## config.mk

```make
export PLATFORM = sky130hd
export DESIGN_NAME = plc_ctrl
export DESIGN_NICKNAME = d
export VERILOG_FILES = /design/src/rtl/plc_pkg.sv /design/src/rtl/plc_ctrl.sv
export SDC_FILE = /design/constraint.sdc
export NUM_CORES = 1
export LEC_CHECK = 0
export BUFFER_PORTS_ARGS = -buffer_cell sky130_fd_sc_hd__buf_2
export CORE_AREA = 3 3 40 42
export CTS_CLUSTER_SIZE = 30
export DETAILED_ROUTE_END_ITERATION = 8
export DIE_AREA = 0 0 43 45
export GPL_TIMING_DRIVEN = 0
export PLACE_DENSITY = 0.66
export SLEW_MARGIN = 15
export SYNTH_ARGS = -nofsm -noshare
export SYNTH_HDL_FRONTEND = slang
export SYNTH_SLANG_ARGS = --single-unit
```

## constraint.sdc

```tcl
create_clock -name clk -period 2.2 [get_ports clk]
set_input_delay 0.22 -clock clk [delete_from_list [all_inputs] [get_ports clk]]
set_output_delay 0.22 -clock clk [all_outputs]
set_load 0.01 [all_outputs]
```

## src/rtl/plc_pkg.sv

```systemverilog
// ----------------------------------------------------------------------------
// plc_pkg
// Types, field widths and codes shared by the piecewise linear correction
// block: item structs, controller to datapath command and status bundles.
// ----------------------------------------------------------------------------
package plc_pkg;

  // configuration registers: one length register per calibration table
  localparam int NUM_LEN_REGS = 6;
  localparam int CFG_IDX_W    = 3;
  localparam int CFG_DATA_W   = 7;

  // table number: NaF tables first, aerogel tables after them
  localparam int             TBL_W        = 3;
  localparam logic [TBL_W-1:0] AGL_TBL_BASE = 3'd3;
  localparam logic [1:0]     QTY_NONE     = 2'd3;
  localparam logic           RAD_NAF      = 1'b1;

  // item modes
  localparam logic MODE_LOAD  = 1'b0;
  localparam logic MODE_QUERY = 1'b1;

  // payload widths
  localparam int X_W = 48;
  localparam int Y_W = 32;

  // interpolation arithmetic
  localparam int NUM_W     = X_W + 1;
  localparam int MAG_W     = Y_W;
  localparam int NUM_LO_W  = 25;
  localparam int NUM_HI_W  = NUM_W - NUM_LO_W;
  localparam int PL_W      = NUM_LO_W + MAG_W;
  localparam int PH_W      = NUM_HI_W + MAG_W;
  localparam int PROD_W    = NUM_W + MAG_W;
  localparam int QUO_W     = MAG_W;
  localparam int DIV_CNT_W = $clog2(QUO_W + 1);

  // 1.0 in Q8.24
  localparam logic [Y_W-1:0] ONE_Q24 = 32'h0100_0000;

  typedef enum logic [1:0] {
    KIND_INTERP   = 2'd0,
    KIND_CLAMP_LO = 2'd1,
    KIND_CLAMP_HI = 2'd2,
    KIND_EMPTY    = 2'd3
  } kind_t;

  // which breakpoint of the selected table the read port fetches
  typedef enum logic [1:0] {
    RD_FIRST  = 2'd0,
    RD_LAST   = 2'd1,
    RD_SECOND = 2'd2,
    RD_NEXT   = 2'd3
  } rd_sel_t;

  typedef struct packed {
    logic                  mode;
    logic                  radiator;
    logic [1:0]            quantity;
    logic [5:0]            entry_index;
    logic signed [X_W-1:0] x_value;
    logic signed [Y_W-1:0] y_value;
  } in_item_t;

  typedef struct packed {
    logic signed [Y_W-1:0] correction;
    logic [1:0]            result_kind;
  } out_item_t;

  typedef struct packed {
    logic    accept;
    logic    rd_en;
    rd_sel_t rd_sel;
    logic    save_prev;
    logic    scan_init;
    logic    scan_step;
    logic    setup;
    logic    mul;
    logic    sum;
    logic    div_start;
    logic    emit;
    kind_t   kind;
  } dp_cmd_t;

  typedef struct packed {
    logic len_zero;
    logic lo_hit;
    logic hi_hit;
    logic found;
    logic div_done;
  } dp_stat_t;

endpackage

```

## src/rtl/plc_ctrl.sv

```systemverilog
// ----------------------------------------------------------------------------
// plc_ctrl
// Sequencer for the correction block: accepts items, walks a query through
// the end checks, the breakpoint scan, the multiply and the divide.
// ----------------------------------------------------------------------------
module plc_ctrl (
  input  logic              clk,
  input  logic              rst_n,
  input  logic              start,
  input  logic              in_mode,
  output logic              busy,
  output logic              out_valid,
  output plc_pkg::dp_cmd_t  cmd,
  input  plc_pkg::dp_stat_t stat
);
  import plc_pkg::*;

  typedef enum logic [3:0] {
    S_IDLE,
    S_START,
    S_CHK_LO,
    S_CHK_HI,
    S_SCAN,
    S_MUL,
    S_SUM,
    S_DIV_GO,
    S_DIV
  } state_t;

  state_t state_r, state_nxt;
  logic   busy_r, busy_nxt;
  logic   out_valid_r, out_valid_nxt;
  logic   accept;

  assign accept = start && !busy_r;

  // next state and datapath commands
  always_comb begin
    cmd           = '0;
    cmd.rd_sel    = RD_FIRST;
    cmd.kind      = KIND_INTERP;
    cmd.accept    = accept;
    state_nxt     = state_r;
    unique case (state_r)
      S_IDLE: begin
        if (accept && (in_mode == MODE_QUERY)) begin
          state_nxt = S_START;
        end
      end
      S_START: begin
        if (stat.len_zero) begin
          cmd.emit  = 1'b1;
          cmd.kind  = KIND_EMPTY;
          state_nxt = S_IDLE;
        end else begin
          cmd.rd_en  = 1'b1;
          cmd.rd_sel = RD_FIRST;
          state_nxt  = S_CHK_LO;
        end
      end
      S_CHK_LO: begin
        if (stat.lo_hit) begin
          cmd.emit  = 1'b1;
          cmd.kind  = KIND_CLAMP_LO;
          state_nxt = S_IDLE;
        end else begin
          cmd.rd_en     = 1'b1;
          cmd.rd_sel    = RD_LAST;
          cmd.save_prev = 1'b1;
          state_nxt     = S_CHK_HI;
        end
      end
      S_CHK_HI: begin
        if (stat.hi_hit) begin
          cmd.emit  = 1'b1;
          cmd.kind  = KIND_CLAMP_HI;
          state_nxt = S_IDLE;
        end else begin
          cmd.rd_en     = 1'b1;
          cmd.rd_sel    = RD_SECOND;
          cmd.scan_init = 1'b1;
          state_nxt     = S_SCAN;
        end
      end
      S_SCAN: begin
        if (stat.found) begin
          cmd.setup = 1'b1;
          state_nxt = S_MUL;
        end else begin
          cmd.rd_en     = 1'b1;
          cmd.rd_sel    = RD_NEXT;
          cmd.scan_step = 1'b1;
        end
      end
      S_MUL: begin
        cmd.mul   = 1'b1;
        state_nxt = S_SUM;
      end
      S_SUM: begin
        cmd.sum   = 1'b1;
        state_nxt = S_DIV_GO;
      end
      S_DIV_GO: begin
        cmd.div_start = 1'b1;
        state_nxt     = S_DIV;
      end
      S_DIV: begin
        if (stat.div_done) begin
          cmd.emit  = 1'b1;
          cmd.kind  = KIND_INTERP;
          state_nxt = S_IDLE;
        end
      end
      default: begin
        state_nxt = S_IDLE;
      end
    endcase
    busy_nxt      = (state_nxt != S_IDLE);
    out_valid_nxt = cmd.emit;
  end

  // state and registered outputs
  always_ff @(posedge clk) begin
    if (!rst_n) begin
      state_r     <= S_IDLE;
      busy_r      <= 1'b0;
      out_valid_r <= 1'b0;
    end else begin
      state_r     <= state_nxt;
      busy_r      <= busy_nxt;
      out_valid_r <= out_valid_nxt;
    end
  end

  assign busy      = busy_r;
  assign out_valid = out_valid_r;

endmodule

```

======== Word level (Yosys, flattened, before mapping) ========
Index checks and enable logic that the tools add are counted.
Widths: inputs -> output; s select.
storage, ports and cells
  output and inout port bits .............. 16
  flip-flop bits (word level) ............. 6
  logic and storage cells ................. 42
operators by class
  reduce and logical (&&, ||, !) cells .... 5
  eq/ne operators ......................... 8
  multiplexer cells ....................... 26
operators by type and width
  kind                count
  $pmux 4 s9          1
  $mux 3              8
  $pmux 3 s4          2
  $eq 4x3->1 const B  4
  $mux 4              4
  $eq 4x2->1 const B  2
  $mux 1              8
  $mux 2              3
  $eq 4x1->1 const B  1
  $eq 4x4->1 const B  1
  $logic_not 4->1     1
  $reduce_bool 4->1   1
  $logic_and 1x1->1   2
  $logic_not 1->1     1

======== Longest topological paths before layout ========
  depth after elaboration ................. 6
  depth in mapped cells ................... 5
  depth with buffers taken out ............ 4

======== Worst setup path before layout ========
No wires, ideal clock.
  kind .................................... reg2reg
  start point ............................. register state_r[3]
  end point ............................... register busy_r, in the netlist busy
  setup time .............................. 0.134 ns
  required time ........................... 2.066 ns
  path slack .............................. 0.616 ns
  cell stages (with the launch flop) ...... 6
  path buffers ............................ 1
  arrival time ............................ 1.449 ns
  cells stage by stage .................... dfxtp_1 -> buf_6 -> or2b_4 -> nor2_2 -> o311a_1 -> or4_1
on the way
  word-level cells in the longest chain between the ends .. 3
  elaborated cells between the ends (all ways) .. 14
ends and longest elaborated chain
  item                                line             text
  start: declaration                  plc_ctrl.sv:30   state_t state_r, state_nxt;
  start signal: assignment            plc_ctrl.sv:129  state_r <= state_nxt;
  $eq 4x4->1 (tied with other cells)  plc_ctrl.sv:44   unique case (state_r)
  $pmux 4 s9 (*)                      plc_ctrl.sv:44
  $reduce_bool 4->1 (*)               plc_ctrl.sv:118  busy_nxt = (state_nxt != S_IDLE);
  end signal: assignment              plc_ctrl.sv:130  busy_r <= busy_nxt;
  end: declaration                    plc_ctrl.sv:31   logic busy_r, busy_nxt;
Every way passes the cells marked *; elsewhere a longest branch is shown, timed or not.
A chain may end at the register's enable or synchronous reset.

==> out/metrics.csv <==
metric;value;unit
cellLeakagePower;0.343;nW
slew_violations;0;
tightest_slew;0.335;ns
cp-end-kind;output port;
routedWlPerCell;13.6;um
vias;563;
hold_path.class;in2reg;
final_core_util;50.0;%
yosysWarnings;0;
core_area;0.00128;mm^2
max_freq;0.522;GHz
hold_viol;0;
fin_crit_sh;87.1;%
setup.worst_path.end;cmd[2];
multi_input_area;305;um^2
grt_start_max_net_pins;11;
timing.hold.ws;0.229;ns
required;1.98;ns
area_delta_synth_final;33.6;%
post_dp_cell_area;619;um^2
fin_cells;105;
numCtsBuffers;3;
syn_area;480;um^2
layout-drive-gt1-share;45.6;%
postCtsSetupRepairBufs;0;
rows;13;
r2r_end;busy$_SDFF_PN0_;
die_h;45;um
seq_area;120;um^2
fin_tns_setup;0;ns
clockBufferDepth;2;
grt_pass1_vias;493;
critPathLaunchType;flop;
synthFlopType;dfxtp_1;
grt_first_pass_wirelength;2.21;mm
ys_seq_area_share;25.0;%
ys_ff_latch;6;
clk_pin_slew_worst_paths;0.04;ns
portBuffers;24;
wirelength;1.43;mm
clock_skew;0.00412;ns
htree_levels;1;
r2r_setup_slack;0.54;ns
avgSynthCellArea;7.63;um^2
fin_area;642;um^2
die_area;0.00194;mm^2
min_period;1.92;ns
cts_resized;0;
clock-sinks;6;
place_inst;102;
critPathLaunch;state_r[1]$_SDFF_PN0_;
ant_nets;0;
layout.nets;101;
setup_viol;0;
cts_root_buf;clkbuf_4;
grt_setup_unrepaired;false;
place_congestion;0.801;
grt_antenna_before_repair;0;
worstReg2RegStart;state_r[2]$_SDFF_PN0_;
drc;0;
final.fill_count;134;
cap_viol_max_count;0;
drtIter0Drc;19;
worstPathArrival;1.70;ns
synth_edf_count;0;
io_pins;25;
vdd_drop_max;0.393;mV
num_antenna_cells;0;
ctsHoldBuffers;0;
die_x;43;um
avgViaCountPerCell;5.36;
start_util;37.4;%
syn_inst;63;
cts_tree;yes;
async_reset_ff_share;0;%
dp_hpwl;1.13;mm
drt-pass1-iter-count;4;
crit_type;reg2out;
slew_headroom;77.6;%
rr_worst_depth;5;
grt.total_usage;15.8;%
clk_latency;0.25;ns
yosysUniqueCellTypes;33;
grt_overflow;0;
crit_fanout;10;
synth.net_count;72;
status;complete, no violations;
p_per_area;419;mW/mm^2
==> layer usage <==
metal  track usage [%]  up-vias  share of wire, %
li1                  -      276                 -
met1              17.4      263                41
met2              25.7       18                50
met3              7.17        6               6.1
met4              8.43        0               3.0
met5                 0        -                 0
==> Yosys cell counts (all sizes together) (2+ instances only) <==
cell type / count / area share, %
nor3: 2 / 2.1
a211oi: 2 / 3.1
o22ai: 2 / 2.6
nor4: 2 / 2.6
nand2b: 4 / 5.2
a21o: 2 / 3.4
inv: 4 / 3.1
dfxtp: 6 / 25
buf: 5 / 8.3
a21oi: 2 / 2.1
nor2: 9 / 8.1
and2: 2 / 2.6
nand2: 5 / 3.9
==> critical path, cell delays in order, from the launching register on <==
cell       delay [ns]
dfxtp_1          0.40
buf_2            0.24
nand2_1          0.10
a2111oi_2        0.41
a21o_1           0.15
buf_2            0.13
==> state kept, by name, indices dropped and copies added, names as in the netlist <==
signal     count
state_r        4
busy           1
out_valid      1
==> metrics by stage <==
stage | setup slack [ns] | power (mW)
4_1_cts | 0.260 | 0.271
2_1_floorplan | 0.616 | 0.147
3_3_place_gp | 0.531 | 0.168
6_report | 0.284 | 0.269
3_5_place_dp | 0.524 | 0.169
5_1_grt | 0.163 | 0.286
==> cell usage in the layout (no fill, tap or decap), types with 3 or more instances in the layout <==
cell type	instances
nor2_1	7
buf_2	26
nand2_1	5
clkbuf_4	3
dfxtp_1	6
nand2b_1	4
inv_1	4
==> cell families after synthesis <==
| logic type | Yosys count | share of synthesized area (%) |
|---|---|---|
| AOI/OAI and AO/OA | 14 | 21.9 |
| buffers and inverters | 9 | 11.5 |
| DFF | 6 | 25.0 |
| and+or+nand+nor | 34 | 41.7 |
==> area by class of cell <==
type | instances | area share (%)
inverter | 4 | 2.34
multi-input combinational | 48 | 47.6
buffer | 5 | 6.24
timing repair buffer | 24 | 18.7
tap | 15 | 2.92
sequential | 6 | 18.7
clock buffer | 3 | 3.51
==> where the power goes <==
part           switching (mW)  internal, mW  total (mW)
sequential            0.00213         0.113       0.115
combinational          0.0285        0.0245      0.0530
clock                  0.0391        0.0616       0.101
==> how the worst min path moves through the flow <==
stage / start / endpoint / slack, ns / depth (start not counted)
global route: rst_n / out_valid$_SDFF_PN0_ / 0.23 / 2
detailed placement: rst_n / out_valid$_SDFF_PN0_ / 0.49 / 2
finish: rst_n / out_valid$_SDFF_PN0_ / 0.23 / 2
CTS: rst_n / out_valid$_SDFF_PN0_ / 0.23 / 2
global placement: rst_n / out_valid$_SDFF_PN0_ / 0.47 / 2
floorplan: rst_n / out_valid$_SDFF_PN0_ / 0.34 / 1
Power figures use the tool's default switching activity.
